**src/hw/rtl/cro_pkg.sv**
```systemverilog
// ----------------------------------------------------------------------------
// cro_pkg
// Shared constants, codes and control types of the chunk reorder window.
// ----------------------------------------------------------------------------
package cro_pkg;

	localparam int WINDOW_CHUNKS   = 64;
	localparam int CHUNK_BYTES     = 1024;
	localparam int WORDS_PER_CHUNK = (CHUNK_BYTES + 3) / 4;
	localparam int STORE_WORDS     = WINDOW_CHUNKS * WORDS_PER_CHUNK;

	localparam int SLOT_W  = $clog2(WINDOW_CHUNKS);
	localparam int DPOS_W  = $clog2(WORDS_PER_CHUNK);
	localparam int ADDR_W  = $clog2(STORE_WORDS);
	localparam int ACALC_W = ADDR_W + 2;

	localparam int CHUNK_W  = 22;
	localparam int WOFF_W   = 8;
	localparam int DATA_W   = 32;
	localparam int SIZE_W   = 32;
	localparam int STAT_W   = 3;
	localparam int NBYTE_W  = 3;
	localparam int BYTE_W   = CHUNK_W + 14;
	localparam int WCMP_W   = 16;

	typedef enum logic [STAT_W-1:0] {
		ST_STORED    = 3'd0,
		ST_STALE     = 3'd1,
		ST_BEYOND    = 3'd2,
		ST_DUPLICATE = 3'd3,
		ST_WORD_OUT  = 3'd4,
		ST_NOT_READY = 3'd5,
		ST_PAST_END  = 3'd6
	} status_t;

	localparam logic OP_RECEIVE = 1'b0;
	localparam logic OP_DRAIN   = 1'b1;

	typedef struct packed {
		logic capture;
		logic execute;
		logic cfg_write;
	} cro_cmd_t;

endpackage

```
**src/hw/rtl/cro_ctrl.sv**
```systemverilog
// ----------------------------------------------------------------------------
// cro_ctrl
// Sequencer: capture, execute, present result.
// ----------------------------------------------------------------------------
module cro_ctrl import cro_pkg::*; (
	input  logic     clk,
	input  logic     arst_n,
	input  logic     start,
	input  logic     cfg_valid,
	output logic     busy,
	output logic     cfg_ready,
	output logic     done,
	output cro_cmd_t cmd
);

	typedef enum logic [2:0] {
		S_IDLE = 3'b001,
		S_EXEC = 3'b010,
		S_DONE = 3'b100
	} state_t;

	state_t state_q, state_d;

	always_comb begin
		state_d = state_q;
		case (state_q)
			S_IDLE: begin
				if (start) state_d = S_EXEC;
			end
			S_EXEC: begin
				state_d = S_DONE;
			end
			S_DONE: begin
				state_d = start ? S_EXEC : S_IDLE;
			end
			default: begin
				state_d = S_IDLE;
			end
		endcase
	end

	always_ff @(posedge clk or negedge arst_n) begin
		if (!arst_n) state_q <= S_IDLE;
		else         state_q <= state_d;
	end

	assign busy          = (state_q == S_EXEC);
	assign cfg_ready     = !busy;
	assign done          = (state_q == S_DONE);
	assign cmd.capture   = start && !busy;
	assign cmd.execute   = (state_q == S_EXEC);
	assign cmd.cfg_write = cfg_valid && cfg_ready;

endmodule

```
**config.mk**
```make
export PLATFORM = sky130hd
export DESIGN_NAME = cro_ctrl
export DESIGN_NICKNAME = d
export VERILOG_FILES = /design/src/hw/rtl/cro_pkg.sv /design/src/hw/rtl/cro_ctrl.sv
export SDC_FILE = /design/constraint.sdc
export NUM_CORES = 1
export LEC_CHECK = 0
export BUFFER_PORTS_ARGS = -buffer_cell sky130_fd_sc_hd__buf_4
export CELL_PAD_IN_SITES_DETAIL_PLACEMENT = 1
export CELL_PAD_IN_SITES_GLOBAL_PLACEMENT = 1
export CORE_AREA = 4 4 41 43
export DETAILED_ROUTE_END_ITERATION = 12
export DIE_AREA = 0 0 45 47
export PLACE_DENSITY_LB_ADDON = 0.3
export SETUP_SLACK_MARGIN = 0.15
export SYNTH_ARGS = -nofsm -noshare
export SYNTH_HDL_FRONTEND = slang
export SYNTH_SLANG_ARGS = --single-unit
```
**constraint.sdc**
```tcl
create_clock -name clk -period 1.2 [get_ports clk]
set_input_delay 0.06 -clock clk [delete_from_list [all_inputs] [get_ports clk]]
set_output_delay 0.06 -clock clk [all_outputs]
set_load 0.01 [all_outputs]
```
# [Word-level counts from Yosys, hierarchy flattened]
# Cells that the tools add are included.
# Widths: inputs -> output; s select.
[totals] regBits=3 inputBits=4 out_inout_bits=6 word_cells=11
[classes] eq_ne=4 n_mux=3 n_reduce_logical=3
[op_table] op="$pmux 3 s3" n=1
[op_table] op="$eq 3x1->1 const B" n=1
[op_table] op="$eq 3x2->1 const B" n=1
[op_table] op="$eq 3x3->1 const B" n=1
[op_table] op="$mux 3" n=1
[op_table] op="$logic_and 1x1->1" n=2
[op_table] op="$mux 2" n=1
[op_table] op="$ne 2x2->1 const B" n=1
[op_table] op="$logic_not 1->1" n=1

# [Logic depth before layout (Yosys ltp)]
# Gate-level depths: netlist (run 1).
[logic_depth] word_depth=3 ltp_mapped=2 ltp_nobuf=2

# [Least setup slack after synthesis (run 1)]
# OpenSTA, ideal clock, no wires.
[synth_path] kind="reg2out" startpoint="register state_q[2]" endpoint="output port cmd[1] (netlist name)" arrival_ns=0.926 t_required_ns=1.140 slack_ns=0.214 stages_incl_launch_ff=3 n_path_buf=1 path_cell_list="dfrtp_1 nor3b_4 buf_4"
[synth_between] elab_chain_cells=1
[synth_lines] item="start, declared" line_no="cro_ctrl.sv:22" source="state_t state_q, state_d;"
[synth_lines] item="start signal, assigned" line_no="cro_ctrl.sv:44" source="else state_q <= state_d;"
[synth_lines] item="$eq 3x2->1"
[synth_lines] item="end, declared" line_no="cro_ctrl.sv:13" source="output cro_cmd_t cmd"
# Every way passes these cells.

==> results of run 1 <==
==> area by class of cell <==
cell class,count,area [sq um],area share
Multi-Input combinational cell,10,114,0.307
Sequential cell,3,77.6,0.209
Tap cell,15,18.8,0.0507
Clock buffer,4,26.3,0.0709
Timing Repair Buffer,16,130,0.351
Inverter,1,3.75,0.0101
==> path summary, 6_finish.rpt <==
path | startpoint | endpoint | slack [ns] | cells after the start
min reg2reg | state_q[1] | state_q[1] | 0.57 | 2
max reg2reg | state_q[0] | state_q[0] | 0.10 | 3
max | state_q[2] | cmd[0] | 0.003 | 3
max in group asynchronous | arst_n | state_q[0] | 0.86 | 2
min in group asynchronous | arst_n | state_q[2] | 0.16 | 2
min | start | state_q[1] | 0.13 | 2
==> layer usage <==
| layer | global-route usage | vias to the layer above |
|---|---|---|
| met1 | 0.0503 | 82 |
| met4 | 0.0526 | 0 |
| met3 | 0.0307 | 0 |
| met5 | 0 | - |
| met2 | 0.0706 | 8 |
| li1 | - | 89 |
==> layout by cell type (no fill, tap or decap) <==
master         instances
dfstp_2                1
dfrtp_1                1
clkbuf_4               3
xnor2_1                1
dlygate4sd3_1          1
nor2b_1                2
clkbuf_1               1
nor3b_1                1
nor3b_4                1
and4bb_1               1
dfrtp_2                1
nor3_4                 1
buf_4                 13
and4bb_2               1
nor3b_2                2
inv_1                  1
buf_6                  2
==> cell families after synthesis <==
logic type,after synthesis
flip-flops,3
buffers and inverters,2
AND/OR/NAND/NOR,9
XOR/XNOR,1
==> power by group <==
group	total (uW)	leakage (uW)	internal (uW)	switching, uW
clock	173	0.0000150	124	48.3
sequential	190	0.0000355	152	38.5
combinational	390	0.000116	240	150
total	753	0.000166	516	237
==> metrics by stage <==
stage | util | power (uW) | cell area [sq um]
final | 0.285 | 753 | 370
after global routing | 0.285 | 813 | 370
after floorplan | - | 359 | 190
after CTS | 0.260 | 680 | 338
after global placement | 0.207 | 438 | 269
after detailed placement | 0.207 | 441 | 269
==> timing repair <==
action / in CTS / in global routing
hold buffers: 1 / 0
endpoints found under the setup margin: 6 / 7
gates resized for setup: 3 / 2
pin swaps: 3 / 3
setup buffers: 3 / 3
endpoints found under the hold margin: 3 / 0
==> key figures, run 1 <==
Timing
  – Setup Viol. Count Final: 0
  – Clk_skew: between 0.002 and 0.0025 ns
  – Max Fclk: 0.835 GHz
  – Fin Hold WS: between 0.1 and 0.15 ns
  – Final Slew Violations: 0
  – Unrepaired setup endpoints after global routing: yes
  – Final Hold Viols: 0
  – Fin crit period: between 1 and 1.5 ns
  – Period utilisation layout: 0.998
  – Max-slew headroom: 0.828
  – Worst Max-Slew Pin Slew: 0.257 ns
  – TNS Setup: 0 ns
  – Setup ws final: 0.00255 ns

GRT
  – GRT Overall Usage: 0.0507
  – Vias in the first global route: 186
  – Largest net degree at the start of global routing: 7
  – Total grt overflow: 0
  – Global-route wire length before repair: slightly above 700 um
  – Initial antenna violation count: 0

Final layout
  – Share of post-route cells with drive strength above 1: 0.735
  – Number of antenna diodes: 0
  – Final non-filler cell total: 49
  – Area Overhead vs Synth: 94.7%
  – Biggest register: state_q
  – Fill cells: around 160
  – Biggest regs: state_q: 3 flops
  – Final #Nets: 39
  – Largest register FFs: 3

Synthesis
  – Main synth FF type: dfrtp_1
  – Post-Syn Area per Cell: between 10 and 15 sq um
  – Adder-cell share of the synthesized area: 0
  – Post-synthesis compound-gate area fraction: 0
  – Synth cell count leaders: 2 x dfrtp_1, 2 x nor2b_1, 2 x nor3b_1
  – Ys async rst share: 1.00
  – Post-synth top area cell: dfrtp_1
  – Share of the synthesized area in the top cell type: 0.263
  – Synth cell types: 12
  – Synth Area in XOR/XNOR: 0.0461
  – Post-synthesis simple-gate area fraction: 0.493
  – Post-synth EDFFs: 0
  – Flops & latches, synth: 3
  – Area contributors post-synth: dfrtp_1 26%, dfstp_2 14%, nor3b_4 9.9%, nor3b_1 7.9%, and4bb_1 6.6%
  – Yosys warnings: 0
  – Post-synthesis sequential area ratio: 0.401
  – Synthesized area: between 150 and 200 sq um
  – Largest family of logic cells by synthesized area: simple AND/OR/NAND/NOR gates
  – Synthesized instance count: 15
  – Multiplexer share of the synthesized area: 0
  – Syn Nets: 19

Worst setup path
  – Worst EP arrival: 1.14 ns
  – Kind of critical path: reg -> out
  – Critical path launch point type: flip-flop
  – CP peak stage delay: a little over 0.4 ns
  – Crit path max fanout: 6
  – Critical path required time: roughly 1.1 ns
  – Worst path slowest cell: dfrtp_2
  – Crit path buffers/inverters: 1
  – Critical Path Sink Type: primary output
  – Crit path cell chain: nor3b_4 -> nor2b_1 -> buf_4
  – Top Family by Delay on Critical Path: flip-flops

Routing
  – DR vias: between 150 and 200
  – Wl on met1: about 180 um
  – Routed Antenna Nets: 0
  – Wire length on met2: between 200 and 300 um
  – Uppermost layer routed: met3
  – # DRC: 0
  – Vias per cell: approximately 3.7
  – Starting DRT DRC Count: 3
  – Met3 wire len: around 57 um
  – Initial DRT Pass Iterations: 2
  – Drt wl/cell: between 9 and 10 um
  – Wirelength, routed: slightly below 500 um

Floorplanning
  – Die height: 47 um
  – Total core area: approximately 1300 sq um
  – # IOs: 10
  – Die W: 45 um
  – Full die area: 2120 sq um
  – # rows: 13
  – Starting Density: 0.146

Placement
  – Pre-CTS WS: approximately 0.15 ns
  – Cell count after placement: 38
  – IO buf count: 9
  – DP Wirelength: 299 um
  – RD Place Congestion: 0.586

Clock network
  – CTS tree: built
  – CTS H-tree lvls: 1
  – Reg clk slew, reported paths: ~0.03 ns
  – Clock Tree Root: clkbuf_4
  – CTS buffer count: 3
  – CTS Buffer Depth: 2
  – Clk Latency, worst-skew pair: 0.23 ns
  – Count of clock tree sinks: 3

Flow run
  – Max cap viols: 0

Hold path
  – HP Class: in -> reg

Run status
  – Status: completed

Pwr
  – LEAKAGE: between 0.00015 and 0.0002 uW
  – Worst vdd ir: roughly 0.00064 V
  – PD cells: 2030 nW/um^2
Note: power is estimated with default switching activity, not from simulation.
==> run 2: changes to the inputs <==
--- a/config.mk
+++ b/config.mk
@@ -11,6 +11,7 @@
 export CORE_AREA = 4 4 41 43
 export DETAILED_ROUTE_END_ITERATION = 12
 export DIE_AREA = 0 0 45 47
+export GPL_TIMING_DRIVEN = 0
 export PLACE_DENSITY_LB_ADDON = 0.3
 export SETUP_SLACK_MARGIN = 0.15
 export SYNTH_ARGS = -nofsm -noshare
==> run 2 against run 1 <==
Against the previous run:
- the flow now finishes with violations (negative setup slack)
- first-iteration DRC count shrank 100%
- clock power is essentially flat
- highest routed layer is now met4
- sequential share of layout area shrank 1.4 points
==> key figures, run 2 (synthesis gave the netlist of run 1 again) <==
Final layout
  – Area Overhead vs Synth: 109%
  – Final non-filler cell total: between 40 and 50
  – Biggest register: state_q
  – Final #Nets: 39
  – Cell area after layout: around 400 sq um
  – Largest register FFs: 3
  – Biggest regs: state_q: 3 flops
  – Number of antenna diodes: 0
  – Most frequent cells in the layout: 11 x buf_4, 4 x buf_6, 3 x clkbuf_4
  – Share of post-route cells with drive strength above 1: 0.765
  – Most common cell after layout, fill and taps aside: buf_4

Worst setup path
  – CP Launch Point: state_q[2]
  – CP peak stage delay: 0.41 ns
  – Crit path max fanout: 6
  – Kind of critical path: reg -> out
  – Reg-to-Reg Start: state_q[0]
  – Critical path launch point type: flip-flop
  – Critical Path Sink Type: primary output
  – Crit path cell chain: nor3b_4 -> buf_4 -> buf_6
  – Worst path slowest cell: dfrtp_2
  – Worst EP arrival: between 1 and 1.5 ns
  – Critical path required time: 1.14 ns

Floorplanning
  – # IOs: 10
  – Die height: about 47 um
  – # rows: 13
  – Die W: approximately 45 um
  – Full die area: about 2100 sq um
  – Total core area: around 1300 sq um
  – Starting Density: 0.146

Clock network
  – CTS buffer count: 3
  – Clock Tree Root: clkbuf_4
  – Count of clock tree sinks: 3
  – CTS H-tree lvls: 1
  – CTS tree: built
  – Reg clk slew, reported paths: approximately 0.040 ns
  – Clk Latency, worst-skew pair: between 0.2 and 0.25 ns
  – CTS Buffer Depth: 2

Placement
  – RD Place Congestion: roughly 0.6
  – IO buf count: 9
  – Cell count after placement: 39
  – Placed Area: ~280 sq um

Timing
  – Max-slew headroom: 0.829
  – Final Slew Violations: 0
  – Setup Viol. Count Final: 1
  – Fin crit period: ~1.2 ns
  – Unrepaired setup endpoints after global routing: yes
  – Clk_skew: around 0.00093 ns
  – Max Fclk: about 0.82 GHz
  – Final Hold Viols: 0
  – Period utilisation layout: 1.02
  – Setup ws final: -0.0209 ns
  – Worst Max-Slew Pin Slew: approximately 0.26 ns

Pwr
  – Worst vdd ir: 0.000855 V
  – LEAKAGE: 0.000177 uW
  – PD cells: around 2100 nW/um^2

Run status
  – Failing checks: negative setup slack
  – Status: finished with violations

Flow run
  – Max cap viols: 0

Routing
  – Wirelength, routed: 475 um
  – Vias per cell: approximately 3.8
  – Starting DRT DRC Count: 0
  – # DRC: 0
  – DR vias: about 190
  – Routed Antenna Nets: 0
  – Initial DRT Pass Iterations: 1
  – Drt wl/cell: 9.69 um

GRT
  – Global-route wire length before repair: between 600 and 700 um
  – Vias in the first global route: around 170
  – Initial antenna violation count: 0
  – GRT Overall Usage: 0.0459
  – Largest net degree at the start of global routing: 7
  – Total grt overflow: 0

Hold path
  – Hold Path Origin: start
  – HP Class: in -> reg
[run 2: changes by cell type in the layout (fill, tap and decap cells not counted)]
cell,previous run,this run
buf_4,13,11
buf_6,2,4
xnor2_1,1,0
xnor2_4,0,1
[run 2: stage by stage]
stage / utilization / total power, uW / setup slack [ns] / hold WS (ns) / TNS, ns
2_1_floorplan: - / 359 / 0.214 / -0.236 / 0
3_5_place_dp: 0.213 / 453 / 0.117 / -0.151 / 0
3_3_place_gp: 0.213 / 447 / 0.134 / -0.152 / 0
6_report: 0.305 / 837 / -0.0209 / 0.123 / -0.0209
5_1_grt: 0.305 / 896 / -0.0860 / 0.130 / -0.293
4_1_cts: 0.270 / 716 / -0.0653 / 0.129 / -0.168
[run 2: critical path, delay by kind of cell (launching register included)]
kind                   cells  cell delay, ns
DFF                        1            0.41
and+or+nand+nor            1            0.27
buffers and inverters      2            0.25
[run 2: path summary, 6_finish.rpt]
| path | cells past startpoint | end | slack, ns |
|---|---|---|---|
| worst max-delay path | 3 | cmd[1] | -0.02 |
| worst min-delay path | 2 | state_q[1] | 0.12 |
| worst max register to register | 3 | state_q[0] | 0.09 |
| worst min register to register | 2 | state_q[1] | 0.57 |
| max in group asynchronous | 2 | state_q[0] | 0.87 |
| min in group asynchronous | 2 | state_q[1] | 0.15 |
[run 2: layout make-up]
class,count,area [sq um]
clock buffers,4,26.3
repair buffers,15,130
inverters,1,3.75
fillers,149,905
plain buffers,1,7.51
multi-input cells,10,133
well taps,15,18.8
flip-flops and latches,3,77.6
[run 2: what timing repair did]
item | in CTS | in global routing
setup endpoints to repair | 6 | 7
pin swaps | 3 | 5
gates resized for setup | 4 | 5
hold buffers | 1 | 0
buffers inserted | 3 | 2
hold endpoints to repair | 3 | 0
[run 2: per-layer routing]
layer / vias up / part of all wire / track usage
met5: - / 0 / 0
met4: 0 / 0.029 / 0.0877
met3: 2 / 0.12 / 0.0192
met2: 10 / 0.51 / 0.0678
met1: 85 / 0.34 / 0.0320
li1: 89 / - / -
[run 2: where the power goes]
part,internal [uW],leakage (uW),total [uW],switching [uW]
Clock,125,0.0000150,175,50.9
Sequential,152,0.0000355,189,37.9
Combinational,298,0.000126,472,175
==> run 3: changes to the inputs <==
--- a/config.mk
+++ b/config.mk
@@ -14,6 +14,7 @@
 export GPL_TIMING_DRIVEN = 0
 export PLACE_DENSITY_LB_ADDON = 0.3
 export SETUP_SLACK_MARGIN = 0.15
+export SKIP_LAST_GASP = 1
 export SYNTH_ARGS = -nofsm -noshare
 export SYNTH_HDL_FRONTEND = slang
 export SYNTH_SLANG_ARGS = --single-unit
==> run 3 against run 2 <==
Against the previous run:
- the run still ends with negative setup slack left
- worst setup slack worse by 0.00052 ns
- wire length down 7.4%
- sequential power about the same
- clock power about the same
- non-clock buffer count down 1
- first-iteration DRC count unchanged
- critical path type unchanged
- largest cell class unchanged
- count of clock-buffer cells in the layout unchanged
- flip-flop and latch count unchanged
- via count down 4.8%
- maximum frequency about the same
- cell count down 2.0%
- die area unchanged
==> key figures, run 3 (synthesis gave the netlist of run 1 again) <==
Pwr
  – Worst vdd ir: 0.000829 V
  – LEAKAGE: 0.000160 uW
  – PD cells: ~2000 nW/um^2
  – Pwr Total: 722 uW

Worst setup path
  – Critical Path Sink Type: primary output
  – Crit path max fanout: 6
  – CP Launch Point: state_q[2]
  – Worst EP arrival: 1.16 ns
  – R2r setup slk: roughly 0.10 ns
  – Reg-to-Reg Start: state_q[0]
  – Critical path required time: roughly 1.1 ns
  – R2R cell count: 3
  – R2R Path End: state_q[0]
  – Kind of critical path: reg -> out
  – Critical path launch point type: flip-flop

Timing
  – Setup ws final: -0.0214 ns
  – Period utilisation layout: 1.02
  – Max Fclk: between 0.8 and 0.9 GHz
  – Unrepaired setup endpoints after global routing: yes
  – Fin Hold WS: approximately 0.12 ns
  – Max-slew headroom: 0.829
  – Setup Viol. Count Final: 1
  – Worst Max-Slew Pin Slew: around 0.26 ns
  – Clk_skew: ~0.00093 ns
  – Fin crit period: about 1.2 ns
  – Final Slew Violations: 0
  – Final Hold Viols: 0

Final layout
  – Most common cell after layout, fill and taps aside: buf_4
  – Final #Nets: 38
  – Fill cells: between 150 and 200
  – Biggest register: state_q
  – Share of post-route cells with drive strength above 1: 0.727
  – Most frequent cells in the layout: 11 x buf_4, 3 x clkbuf_4, 3 x buf_6
  – Area Overhead vs Synth: 89.5%
  – Cell area after layout: ~360 sq um
  – Number of antenna diodes: 0
  – Post-Route Utilization: 0.277
  – Biggest regs: state_q: 3 flops
  – Largest register FFs: 3

Clock network
  – CTS buffer count: 3
  – Clk Latency, worst-skew pair: 0.23 ns
  – CTS Buffer Depth: 2
  – Reg clk slew, reported paths: roughly 0.04 ns
  – CTS H-tree lvls: 1
  – CTS tree: built
  – Clock Tree Root: clkbuf_4
  – Count of clock tree sinks: 3

Floorplanning
  – Full die area: roughly 2100 sq um
  – Die height: ~47 um
  – # rows: 13
  – # IOs: 10
  – Die W: roughly 45 um
  – Total core area: ~1300 sq um
  – Starting Density: 0.146

GRT
  – Total grt overflow: 0
  – Global-route wire length before repair: between 600 and 700 um
  – Initial antenna violation count: 0
  – GRT Overall Usage: 0.0467
  – Largest net degree at the start of global routing: 7
  – Vias in the first global route: between 150 and 200

Flow run
  – Max cap viols: 0

Routing
  – Met3 wire len: ~56 um
  – Drt wl/cell: between 9 and 10 um
  – Uppermost layer routed: met4
  – Vias per cell: between 3 and 4
  – Wire length on met2: 218 um
  – # DRC: 0
  – Wl on met1: about 150 um
  – DR vias: between 150 and 200
  – Starting DRT DRC Count: 0
  – Initial DRT Pass Iterations: 1
  – Wirelength, routed: 440 um
  – Routed Antenna Nets: 0

Placement
  – IO buf count: 9
  – Pre-CTS WS: roughly 0.12 ns
  – Placed Area: 277 sq um
  – RD Place Congestion: 0.590

Run status
  – Failing checks: negative setup slack
  – Status: finished with violations

Hold path
  – Worst hold endpoint: state_q[1]
  – HP Class: in -> reg
  – Hold Path Origin: start
  – Hold path cells: 2
## run 3: per-stage QoR
step	setup TNS, ns	cells
6_report	-0.0214	48
3_3_place_gp	0	39
2_1_floorplan	0	15
4_1_cts	-0.168	47
5_1_grt	-0.293	48
3_5_place_dp	0	39
## run 3: how the worst max path moves through the flow
| stage | end | slack (ns) | cells past startpoint |
|---|---|---|---|
| floorplan | cmd[1] | 0.21 | 2 |
| global placement | cmd[1] | 0.13 | 3 |
| detailed placement | cmd[1] | 0.12 | 3 |
| CTS | cmd[1] | -0.07 | 3 |
| global route | cmd[1] | -0.09 | 3 |
| finish | cmd[1] | -0.02 | 3 |
## run 3: final cells by class
type | count | area (sq um) | share of cell area
Buffer | 1 | 7.51 | 0.0208
Clock buffer | 4 | 26.3 | 0.0729
Inverter | 1 | 3.75 | 0.0104
Multi-Input combinational cell | 10 | 108 | 0.299
Sequential cell | 3 | 77.6 | 0.215
Tap cell | 15 | 18.8 | 0.0521
Timing Repair Buffer | 14 | 119 | 0.330
## run 3: timing repair
action	in CTS	in global routing
hold endpoints to repair	3	0
hold buffers	1	0
setup endpoints to repair	6	7
resized for setup	3	2
setup buffers	3	1
pin swaps	1	1
## run 3: critical path, stage by stage (launching register included)
cell and delay [ns]:
dfrtp_2 0.41, nor3b_4 0.27, buf_4 0.16, buf_6 0.09
## run 3: report_power, final
group	switching [uW]	internal (uW)
Combinational	135	221
Clock	50.9	125
Sequential	38.1	152
Total	224	498
## run 3: metal layers
metal	track usage	up-vias
li1	-	87
met1	0.0342	78
met2	0.0678	10
met3	0.0192	2
met4	0.0877	0
met5	0	-
